<file path="config.mk">
export PLATFORM = sky130hd
export DESIGN_NAME = event_stream_field_line_parser_unit
export DESIGN_NICKNAME = d
export VERILOG_FILES = /design/src/rtl/esflp_pkg.sv /design/src/rtl/esflp_retry.sv /design/src/rtl/esflp_line_ctl.sv /design/src/rtl/event_stream_field_line_parser_unit.sv
export SDC_FILE = /design/constraint.sdc
export NUM_CORES = 1
export LEC_CHECK = 0
export BUFFER_PORTS_ARGS = -buffer_cell sky130_fd_sc_hd__buf_4
export CORE_MARGIN = 2
export CORE_UTILIZATION = 25
export DETAILED_ROUTE_END_ITERATION = 16
export PLACE_DENSITY_LB_ADDON = 0.08
export SYNTH_ARGS = -nofsm -noshare
export SYNTH_HDL_FRONTEND = slang
export SYNTH_SLANG_ARGS = --single-unit
</file>
<file path="constraint.sdc">
create_clock -name clk -period 5.9 [get_ports clk]
set_input_delay 0.295 -clock clk [delete_from_list [all_inputs] [get_ports clk]]
set_output_delay 0.295 -clock clk [all_outputs]
set_load 0.1 [all_outputs]
</file>
<file path="src/rtl/esflp_pkg.sv">
// Shared types, character codes and keyword tables for the event-stream field line parser.
`default_nettype none

package esflp_pkg;

	// field kind codes as reported on field_kind
	typedef enum logic [2:0] {
		KIND_NONE  = 3'd0,
		KIND_EVENT = 3'd1,
		KIND_DATA  = 3'd2,
		KIND_ID    = 3'd3,
		KIND_RETRY = 3'd4
	} kind_t;

	// line phase, one-hot
	typedef enum logic [2:0] {
		PH_START = 3'b001,
		PH_NAME  = 3'b010,
		PH_VALUE = 3'b100
	} phase_t;

	localparam logic [7:0]  CH_COLON  = 8'h3A;
	localparam logic [7:0]  CH_SPACE  = 8'h20;
	localparam logic [7:0]  CH_TAB    = 8'h09;
	localparam logic [7:0]  CH_CR     = 8'h0D;
	localparam logic [7:0]  CH_ZERO   = 8'h30;
	localparam logic [7:0]  CH_NINE   = 8'h39;
	localparam logic [30:0] RETRY_MAX = 31'h7FFF_FFFF;

	localparam int unsigned NUM_KW    = 4;
	localparam int unsigned NAME_LEN_MAX = 7;

	// line control -> retry parser
	typedef struct packed {
		logic       clear;
		logic       feed;
		logic [7:0] data;
	} retry_ctl_t;

	// retry parser -> line control
	typedef struct packed {
		logic        seen_digit;
		logic        invalid;
		logic [30:0] value;
	} retry_stat_t;

	// one result word
	typedef struct packed {
		logic        value_valid;
		logic [7:0]  value_byte;
		logic        line_done;
		kind_t       kind;
		logic        status;
		logic [30:0] retry_value;
	} res_t;

	// keyword length: event, data, id, retry
	function automatic logic [2:0] kw_len(input logic [1:0] k);
		case (k)
			2'd0:    kw_len = 3'd5;
			2'd1:    kw_len = 3'd4;
			2'd2:    kw_len = 3'd2;
			2'd3:    kw_len = 3'd5;
			default: kw_len = 3'd0;
		endcase
	endfunction

	// keyword character at a position, zero past the end
	function automatic logic [7:0] kw_char(input logic [1:0] k, input logic [2:0] pos);
		logic [39:0] txt;
		case (k)
			2'd0:    txt = "event";
			2'd1:    txt = {"data", 8'h00};
			2'd2:    txt = {"id", 24'h0};
			2'd3:    txt = "retry";
			default: txt = '0;
		endcase
		case (pos)
			3'd0:    kw_char = txt[39:32];
			3'd1:    kw_char = txt[31:24];
			3'd2:    kw_char = txt[23:16];
			3'd3:    kw_char = txt[15:8];
			3'd4:    kw_char = txt[7:0];
			default: kw_char = 8'h00;
		endcase
	endfunction

	// lowest surviving keyword whose length equals the name length
	function automatic kind_t matched_kind(input logic [3:0] cand, input logic [2:0] len);
		kind_t k_out;
		k_out = KIND_NONE;
		for (int k = NUM_KW - 1; k >= 0; k--) begin
			if (cand[k] && len == kw_len(2'(k)))
				k_out = kind_t'(3'(k + 1));
		end
		return k_out;
	endfunction

	function automatic logic is_ws(input logic [7:0] b);
		return (b == CH_SPACE) || (b >= CH_TAB && b <= CH_CR);
	endfunction

endpackage

`default_nettype wire

</file>
<file path="src/rtl/esflp_retry.sv">
// Retry value decimal parser with whitespace trim and overflow check.
`default_nettype none

module esflp_retry (
	input  wire logic                  clk,
	input  wire logic                  arst_n,
	input  wire esflp_pkg::retry_ctl_t ctl,
	output esflp_pkg::retry_stat_t     stat
);
	import esflp_pkg::*;

	logic [30:0] acc_q;
	logic        seen_q;
	logic        trail_q;
	logic        invalid_q;

	logic [34:0] prod;
	logic        is_digit;

	assign is_digit = (ctl.data >= CH_ZERO) && (ctl.data <= CH_NINE);
	// acc * 10 + digit, acc <= 2^31-1 so 35 bits hold it
	assign prod = ({4'b0, acc_q} << 3) + ({4'b0, acc_q} << 1)
		+ {27'b0, ctl.data - CH_ZERO};

	always_ff @(posedge clk or negedge arst_n) begin
		if (!arst_n) begin
			acc_q     <= '0;
			seen_q    <= 1'b0;
			trail_q   <= 1'b0;
			invalid_q <= 1'b0;
		end else if (ctl.clear) begin
			acc_q     <= '0;
			seen_q    <= 1'b0;
			trail_q   <= 1'b0;
			invalid_q <= 1'b0;
		end else if (ctl.feed && !invalid_q) begin
			if (is_ws(ctl.data)) begin
				if (seen_q)
					trail_q <= 1'b1;
			end else if (!is_digit || trail_q) begin
				invalid_q <= 1'b1;
			end else begin
				seen_q <= 1'b1;
				if (prod > {4'b0, RETRY_MAX})
					invalid_q <= 1'b1;
				else
					acc_q <= prod[30:0];
			end
		end
	end

	assign stat.seen_digit = seen_q;
	assign stat.invalid    = invalid_q;
	assign stat.value      = acc_q;

endmodule

`default_nettype wire

</file>
<file path="src/rtl/esflp_line_ctl.sv">
// Line state: comment detect, field name match, value routing and terminator report.
`default_nettype none

module esflp_line_ctl (
	input  wire logic                   clk,
	input  wire logic                   arst_n,
	input  wire logic                   step,
	input  wire logic [7:0]             line_byte,
	input  wire logic                   end_of_line,
	input  wire esflp_pkg::retry_stat_t rstat,
	output esflp_pkg::retry_ctl_t       rctl,
	output logic                        produce,
	output esflp_pkg::res_t             res
);
	import esflp_pkg::*;

	phase_t     phase_q;
	logic [2:0] name_len_q;
	logic [3:0] cand_q;
	logic       comment_q;
	kind_t      vkind_q;
	logic       first_q;

	logic       is_colon;
	logic       drop_space;
	logic [3:0] cand_next;
	kind_t      end_kind;
	logic       end_bad;
	logic       vbyte_fwd;

	assign is_colon   = (line_byte == CH_COLON);
	assign drop_space = first_q && (line_byte == CH_SPACE);

	always_comb begin
		cand_next = cand_q;
		for (int k = 0; k < NUM_KW; k++) begin
			if (name_len_q >= kw_len(2'(k)) || kw_char(2'(k), name_len_q) != line_byte)
				cand_next[k] = 1'b0;
		end
	end

	// terminator report
	always_comb begin
		end_kind = KIND_NONE;
		if (!comment_q) begin
			case (phase_q)
				PH_NAME:  end_kind = matched_kind(cand_q, name_len_q);
				PH_VALUE: end_kind = vkind_q;
				default:  end_kind = KIND_NONE;
			endcase
		end
		end_bad = (end_kind == KIND_RETRY) &&
			(phase_q != PH_VALUE || rstat.invalid || !rstat.seen_digit);
	end

	assign vbyte_fwd = !end_of_line && !comment_q && phase_q == PH_VALUE && !drop_space
		&& (vkind_q == KIND_EVENT || vkind_q == KIND_DATA || vkind_q == KIND_ID);

	assign rctl.clear = step && end_of_line;
	assign rctl.feed  = step && !end_of_line && !comment_q && phase_q == PH_VALUE
		&& !drop_space && vkind_q == KIND_RETRY;
	assign rctl.data  = line_byte;

	assign produce = end_of_line || vbyte_fwd;

	always_comb begin
		if (end_of_line) begin
			res.value_valid = 1'b0;
			res.value_byte  = '0;
			res.line_done   = 1'b1;
			res.kind        = end_kind;
			res.status      = end_bad;
			res.retry_value = (end_kind == KIND_RETRY && !end_bad) ? rstat.value : '0;
		end else begin
			res.value_valid = 1'b1;
			res.value_byte  = line_byte;
			res.line_done   = 1'b0;
			res.kind        = vkind_q;
			res.status      = 1'b0;
			res.retry_value = '0;
		end
	end

	always_ff @(posedge clk or negedge arst_n) begin
		if (!arst_n) begin
			phase_q    <= PH_START;
			name_len_q <= '0;
			cand_q     <= '1;
			comment_q  <= 1'b0;
			vkind_q    <= KIND_NONE;
			first_q    <= 1'b0;
		end else if (step) begin
			if (end_of_line) begin
				phase_q    <= PH_START;
				name_len_q <= '0;
				cand_q     <= '1;
				comment_q  <= 1'b0;
				vkind_q    <= KIND_NONE;
				first_q    <= 1'b0;
			end else if (!comment_q) begin
				case (phase_q)
					PH_START, PH_NAME: begin
						if (is_colon && phase_q == PH_START) begin
							comment_q <= 1'b1;
						end else if (is_colon) begin
							vkind_q <= matched_kind(cand_q, name_len_q);
							phase_q <= PH_VALUE;
							first_q <= 1'b1;
						end else begin
							phase_q <= PH_NAME;
							cand_q  <= cand_next;
							if (name_len_q != 3'(NAME_LEN_MAX))
								name_len_q <= name_len_q + 3'd1;
						end
					end
					PH_VALUE: begin
						first_q <= 1'b0;
					end
					default: begin
						phase_q <= PH_START;
					end
				endcase
			end
		end
	end

endmodule

`default_nettype wire

</file>
<file path="src/rtl/event_stream_field_line_parser_unit.sv">
// Top level of the event-stream field line parser: input register, parser, result register.
//
// Input channel (in_valid/in_ready): one word per line byte, or a terminator word
// with end_of_line high (line_byte ignored). Output channel (out_valid/out_ready):
// one word per forwarded value byte of an event, data or id field, and exactly one
// word per terminator carrying line_done, field_kind, status and retry_value.
// Bytes of comment lines, field names, unknown fields and retry values give no word.
// A word goes from the input register through the parser to the result register.
// One input word per cycle while the receiver does not stall; the name match path
// to the result register and the retry multiply-by-ten add are combinational.
// A finished result may sit in the output register while the next word is taken
// into the input register. If the receiver stalls with a result pending, the input
// register holds and in_ready drops once it is full; nothing is lost or repeated.
// Reset (arst_n low) empties both registers and returns the line state to line
// start with all four keywords possible.
`default_nettype none

module event_stream_field_line_parser_unit (
	input  wire logic        clk,
	input  wire logic        arst_n,
	input  wire logic        in_valid,
	output logic             in_ready,
	input  wire logic [7:0]  line_byte,
	input  wire logic        end_of_line,
	output logic             out_valid,
	input  wire logic        out_ready,
	output logic             value_valid,
	output logic [7:0]       value_byte,
	output logic             line_done,
	output logic [2:0]       field_kind,
	output logic             status,
	output logic [30:0]      retry_value
);
	import esflp_pkg::*;

	// input register
	logic        valid_s1;
	logic [7:0]  byte_s1;
	logic        eol_s1;

	// result register
	logic        res_valid_q;
	res_t        res_q;

	logic        res_free;
	logic        step;
	logic        produce;
	res_t        res_next;
	retry_ctl_t  rctl;
	retry_stat_t rstat;

	assign res_free = !res_valid_q || out_ready;
	assign step     = valid_s1 && res_free;
	assign in_ready = !valid_s1 || res_free;

	always_ff @(posedge clk or negedge arst_n) begin
		if (!arst_n)
			valid_s1 <= 1'b0;
		else if (in_ready)
			valid_s1 <= in_valid;
	end

	always_ff @(posedge clk) begin
		if (in_ready && in_valid) begin
			byte_s1 <= line_byte;
			eol_s1  <= end_of_line;
		end
	end

	esflp_line_ctl u_line_ctl (
		.clk         (clk),
		.arst_n      (arst_n),
		.step        (step),
		.line_byte   (byte_s1),
		.end_of_line (eol_s1),
		.rstat       (rstat),
		.rctl        (rctl),
		.produce     (produce),
		.res         (res_next)
	);

	esflp_retry u_retry (
		.clk    (clk),
		.arst_n (arst_n),
		.ctl    (rctl),
		.stat   (rstat)
	);

	always_ff @(posedge clk or negedge arst_n) begin
		if (!arst_n)
			res_valid_q <= 1'b0;
		else if (res_free)
			res_valid_q <= step && produce;
	end

	always_ff @(posedge clk) begin
		if (step && produce)
			res_q <= res_next;
	end

	assign out_valid   = res_valid_q;
	assign value_valid = res_q.value_valid;
	assign value_byte  = res_q.value_byte;
	assign line_done   = res_q.line_done;
	assign field_kind  = res_q.kind;
	assign status      = res_q.status;
	assign retry_value = res_q.retry_value;

	// a result is either a value byte or a line report
	a_one_role: assert property (@(posedge clk) disable iff (!arst_n)
		out_valid |-> (value_valid != line_done))
		else $error("result word is neither or both of value byte and line report");

	// invalid status only on retry lines
	a_status_retry: assert property (@(posedge clk) disable iff (!arst_n)
		out_valid && status |-> line_done && field_kind == KIND_RETRY)
		else $error("invalid status on a non-retry result");

	// a retry value only shows on a successful retry line
	a_retry_value: assert property (@(posedge clk) disable iff (!arst_n)
		out_valid && retry_value != '0 |-> field_kind == KIND_RETRY && !status)
		else $error("retry value on a result that is not a good retry line");

	// an empty result register never blocks the input
	a_ready_free: assert property (@(posedge clk) disable iff (!arst_n)
		!out_valid |-> in_ready)
		else $error("input stalled with an empty result register");

endmodule

`default_nettype wire
</file>
* Word level (Yosys, flattened, before mapping)
Cells that the tools add are included.
** Word-level totals
- Logic and storage cells :: 242
- Flip-flop bits (word level) :: 105
- Bits in latches :: 0
- Bits in read-only memories :: 0
- Memories kept :: 0
- RAM bits :: 0
- Bits of input ports :: 13
- Output and inout bits :: 47
** Operators by class
- Reduce and logical (&&, ||, !) cells :: 80
- Multipliers :: 0
- Shift-type cells :: 0
- Magnitude comparators :: 8
- Bitwise gates (word level) :: 0
- Eq/ne operators :: 35
- Divide/modulo/power cells :: 0
- Mux-type cells :: 92
- Add/subtract/negate cells :: 4
** Operators with widths (count)
- $mux 31 :: 6
- $mux 3 :: 48
- $pmux 7 s4 :: 2
- $mux 45 :: 1
- $add 34x32->35 :: 1
- $add 35x8->35 :: 1
- $gt 35x31->1 const B :: 1
- $ne 7x8->1 :: 4
- $reduce_and 6->1 :: 5
- $logic_and 1x1->1 :: 28
- $mux 1 :: 25
- $pmux 7 s3 :: 1
- $mux 4 :: 5
- $reduce_bool 2->1 :: 10
- $eq 3x3->1 :: 6
- $eq 8x6->1 const B :: 2
- $eq 3x2->1 const B :: 5
- $ne 2x2->1 const B :: 7
- $pmux 7 s2 :: 1
- $logic_or 1x1->1 :: 13
- $eq 3x3->1 const B :: 4
- $pmux 3 s2 :: 2
- $reduce_and 5->1 :: 2
- $eq 3x1->1 const B :: 3
- other kinds (18) :: 36

* Longest topological paths before layout
- Depth in word-level cells :: 18
- Mapped depth :: 16
- Mapped depth without buffers :: 14

* Hierarchy
A second synthesis with hierarchy kept.
** Second synthesis, totals
- Cells, all modules :: 791
- Area, all modules :: 7557.2 µm²
** By module, submodules not included
- esflp_retry :: cells an instance 483, sequential area each 850.8 µm², area each 3950.0 µm², times used 1
- esflp_line_ctl :: cells an instance 244, sequential area each 381.6 µm², area each 1874.3 µm², times used 1
- event_stream_field_line_parser_unit :: cells an instance 64, sequential area each 1671.6 µm², area each 1732.9 µm², times used 1

* Worst setup path after synthesis
OpenSTA, ideal clock, no wires.
- Path kind :: register to register
- From :: register res_valid_q (netlist: out_valid)
- To :: register res_q (netlist bit field_kind[0]) (enable)
- Path slack :: 0.519 ns
- Setup time :: 0.516 ns
- Buffers on the path :: 1
- Arrival :: 4.865 ns
- Period minus slack after synthesis :: 5.381 ns
- Required time :: 5.384 ns
- Cell stages (with the launch flop) :: 6
- Cell sequence :: dfrtp_1 nand2b_1 and2_1 clkbuf_1 nand4_1 o31ai_1
** On the way
- Longest elaborated chain between the ends :: 4
** Ends and longest elaborated chain
- start, declared :: RTL line event_stream_field_line_parser_unit.sv:42 : logic res_valid_q;
- start signal, assigned :: RTL line event_stream_field_line_parser_unit.sv:93 : res_valid_q <= step && produce;
- $logic_not 1->1 :: RTL line event_stream_field_line_parser_unit.sv:52 : assign res_free = !res_valid_q || out_ready;
- $logic_or 1x1->1 :: RTL line event_stream_field_line_parser_unit.sv:52
- $logic_and 1x1->1 :: RTL line event_stream_field_line_parser_unit.sv:53 : assign step = valid_s1 && res_free;
- $logic_and 1x1->1 :: RTL line event_stream_field_line_parser_unit.sv:97 : if (step && produce)
- end signal, assigned :: RTL line event_stream_field_line_parser_unit.sv:98 : res_q <= res_next;
- end, declared :: RTL line event_stream_field_line_parser_unit.sv:43 : res_t res_q;
Every way passes these cells.
A chain may end at the register's enable or synchronous reset.

* Worst setup path after layout
- From :: register byte_s1[4]
- To :: register u_retry.acc_q[23]
** On the way
- Longest elaborated chain between the ends :: 8
- Elaborated cells between the ends (all ways) :: 28
- Classes of those cells :: 2 x add/sub; 5 x order compare; 4 x eq/ne; 5 x mux; 12 x reduce/logical
** Ends and longest elaborated chain
- start, declared :: RTL line event_stream_field_line_parser_unit.sv:38 : logic [7:0] byte_s1;
- start signal, assigned :: RTL line event_stream_field_line_parser_unit.sv:65 : byte_s1 <= line_byte;
- parallel branches: the longest is 8 deep, another holds $add 35x8->35
- end signal, assigned :: RTL line esflp_retry.sv:47 : acc_q <= prod[30:0];
- end, declared :: RTL line esflp_retry.sv:12 : logic [30:0] acc_q;
Several ways; the timed one is not identified. The select of a mux whose other input is x is not followed.

==> run metrics <==
Critical Path, Cell by Cell ha_1, xor2_1, fa_1, inv_1, ha_1, a21oi_1, nand2_1, o2111ai_1, nand2_1, a21oi_1, o41ai_1, o2111ai_4, buf_4, mux2i_1; share of post-route cells with drive strength above 1 0.125; Die X ~170 um; post-DR vias/cell roughly 4.8; Starting Density 0.255; Net Count, Synth just over 800; Seq/Total Area, Yosys 0.407; final setup fails 0; largest net degree at the start of global routing 52; Synth top cells by count nand2_1, ha_1, nor2_1; post-layout util 0.296; global-route wire length before repair around 32 mm; via count about 5600; Post-synth ARST share 0.486; clk sinks about 110; Reg2Reg Depth 14; Avg WL per Cell roughly 16 um; hold_ws -5.26 ps; Synth cell types 64; vias in the first global route 5779; Max Clock Freq 205 MHz; max_slew headroom 0.257; GR peak layer met2; dpl hpwl 14.0 mm; post-synth top area share 0.228; pwr/cell area 252 mW/mm2; failing checks negative hold slack; IO Port Bufs 59; clk_lat worst skew 350 ps; CP top delay family compound AO/OA/AOI/OAI gates; Post-Syn Instances 743; CTS H-tree depth 3; status finished with violations; final WL around 19 mm; Yosys top cell by area edfxtp_1; TritonCTS Buffers 9; crit-path max cell delay 900 ps; Least-Margin Pin Slew between 1000 and 1500 ps; Slew Limit Fails 0; WP buf/inv 2; met1 Use GR 0.177; clock-pin slew on the worst setup and hold paths roughly 70 ps; WS Path Type reg2reg; unrepaired setup endpoints after global routing no; Die ar. 0.0299 mm2; Residual DRC 0; fin nets between 800 and 900; root cell of the clock tree clkbuf_16; Core Rows between 60 and 70; IO Count 60; syn_area_per_cell ~9.6 um2; Worst Path Required 6170 ps; Placer Congestion 0.845; Overflow after GRT 0; type of origin of the critical path flip-flop; cts repair resizes 0; Post-CTS Setup Inserts 0; Slowest-stage cell, CP o2111ai_4; worst hold path class in2async; clk_skew about 9.8 ps; All-Layer GR Usage 0.131; number of enable flip-flop cells after synthesis between 50 and 60; met2 Track Usage GR 0.212; peak supply drop 0.124 mV; Setup TNS 0 ps; top cells by area, synth edfxtp_1, dfrtp_1, ha_1; Core ar. around 0.028 mm2; area growth from synthesis to layout 16.0%; initial antenna violation count 0; Hold-fix buffers, CTS 0; CP max FO 23; TritonRoute pass-1 iters 4; # diodes 0; Top FF cell, synth edfxtp_1; arrival time at the worst endpoint ~5200 ps; Clock Tree Buf Depth 2; worst r2r src byte_s1[4]; Detail Route Antenna Nets 0; Mapped Area approximately 0.0071 mm2; R2R setup slack 1010 ps; Static Leak 3.62 nW; reg-to-reg endpoint u_retry.acc_q[23]; initial DRC count roughly 340; Die Span Y between 150 and 200 um; GR Util met3 0.0262; Final Hold Fails 8; Ys Warns 0; Max Cap Viol 0; CP endpoint kind flip-flop; CTS tree done; #FFs+latches synth roughly 110; crit share post-route 0.828; Period minus WS final between 4000 and 5000 ps; most frequent cell after synthesis nand2_1
## flip-flops by register name, summed over array words and instances (netlist names), 3 cells and up
name,flops
retry_value,31
u_retry.acc_q,31
byte_s1,8
value_byte,8
u_line_ctl.cand_q,4
field_kind,3
u_line_ctl.name_len_q,3
u_line_ctl.phase_q,3
u_line_ctl.vkind_q,3
## worst max-delay path by stage
stage / from / endpoint / slack [ps] / cells past startpoint
3_3_place_gp: byte_s1[4] / u_retry.acc_q[23] / 1210 / 15
4_1_cts: byte_s1[4] / u_retry.acc_q[18] / 960 / 15
2_1_floorplan: out_valid / field_kind[0] / 520 / 5
3_5_place_dp: byte_s1[4] / u_retry.acc_q[18] / 980 / 15
6_report: byte_s1[4] / u_retry.acc_q[23] / 1010 / 14
5_1_grt: byte_s1[4] / u_retry.acc_q[15] / 630 / 15
## cell type report
type	instances	area, um2
Inverter	40	150
Sequential cell	105	2900
Timing Repair Buffer	63	473
Tap cell	378	473
Fill cell	2953	19700
Multi-Input combinational cell	563	3950
Clock buffer	9	225
Clock inverter	7	93.8
## stage by stage
step / setup WS, ps / hold WS (ps) / total power (W) / area (um2) / instances
final: 1010 / -5.26 / 0.00208 / 8270 / 1165
after floorplan: 519 / -0.591 / 0.00130 / 7130 / 743
after global routing: 634 / 39.4 / 0.00220 / 8270 / 1165
after CTS: 957 / 14.7 / 0.00211 / 8270 / 1165
after detailed placement: 981 / 403 / 0.00144 / 7950 / 1149
after global placement: 1210 / 395 / 0.00144 / 7950 / 1149
## cells by family (layout without fill, tap and decap cells)
family | Yosys count | count (layout) | share of synthesized area
XOR/XNOR | 33 | 33 | 0.0406
adder cells (fa/ha/maj) | 73 | 73 | 0.134
AND/OR/NAND/NOR | 253 | 253 | 0.172
multiplexers | 33 | 33 | 0.0474
buffers and inverters | 75 | 119 | 0.0425
flip-flops | 105 | 105 | 0.407
AO/OA/AOI/OAI | 171 | 171 | 0.156
## cell usage in the layout (no fill, tap or decap), types with 3 or more instances in the layout
master and n:
nand2_1 74, ha_1 67, buf_4 63, nor2_1 57, edfxtp_1 54, a21oi_1 51, dfrtp_1 46, inv_1 40
o21ai_0 36, and2_1 30, mux2i_1 30, nor3_1 24, xor2_1 17, xnor2_1 16, nand3_1 13, nand4_1 12
nand2b_1 10, nor2b_1 9, a21o_1 9, clkbuf_16 9, o21a_1 8, a31oi_1 8, nor4_1 7, o2111ai_1 7
o21bai_1 6, fa_1 6, and3_1 5, o21ai_1 5, a2111oi_0 5, dfstp_2 5, a211oi_1 4, o211ai_1 3
## report_power, final
part | internal [W] | total, W | switching [W]
Sequential | 0.000832 | 0.000910 | 0.0000783
Clock | 0.000373 | 0.000661 | 0.000289
Combinational | 0.000146 | 0.000511 | 0.000365
## routing by layer
| metal | wire length [um] | vias to the layer above |
|---|---|---|
| met1 | 9410 | 2674 |
| li1 | - | 2762 |
| met5 | 0 | - |
| met2 | 8690 | 111 |
| met3 | 720 | 22 |
| met4 | 339 | 0 |
Note: power is estimated with default switching activity, not from simulation.
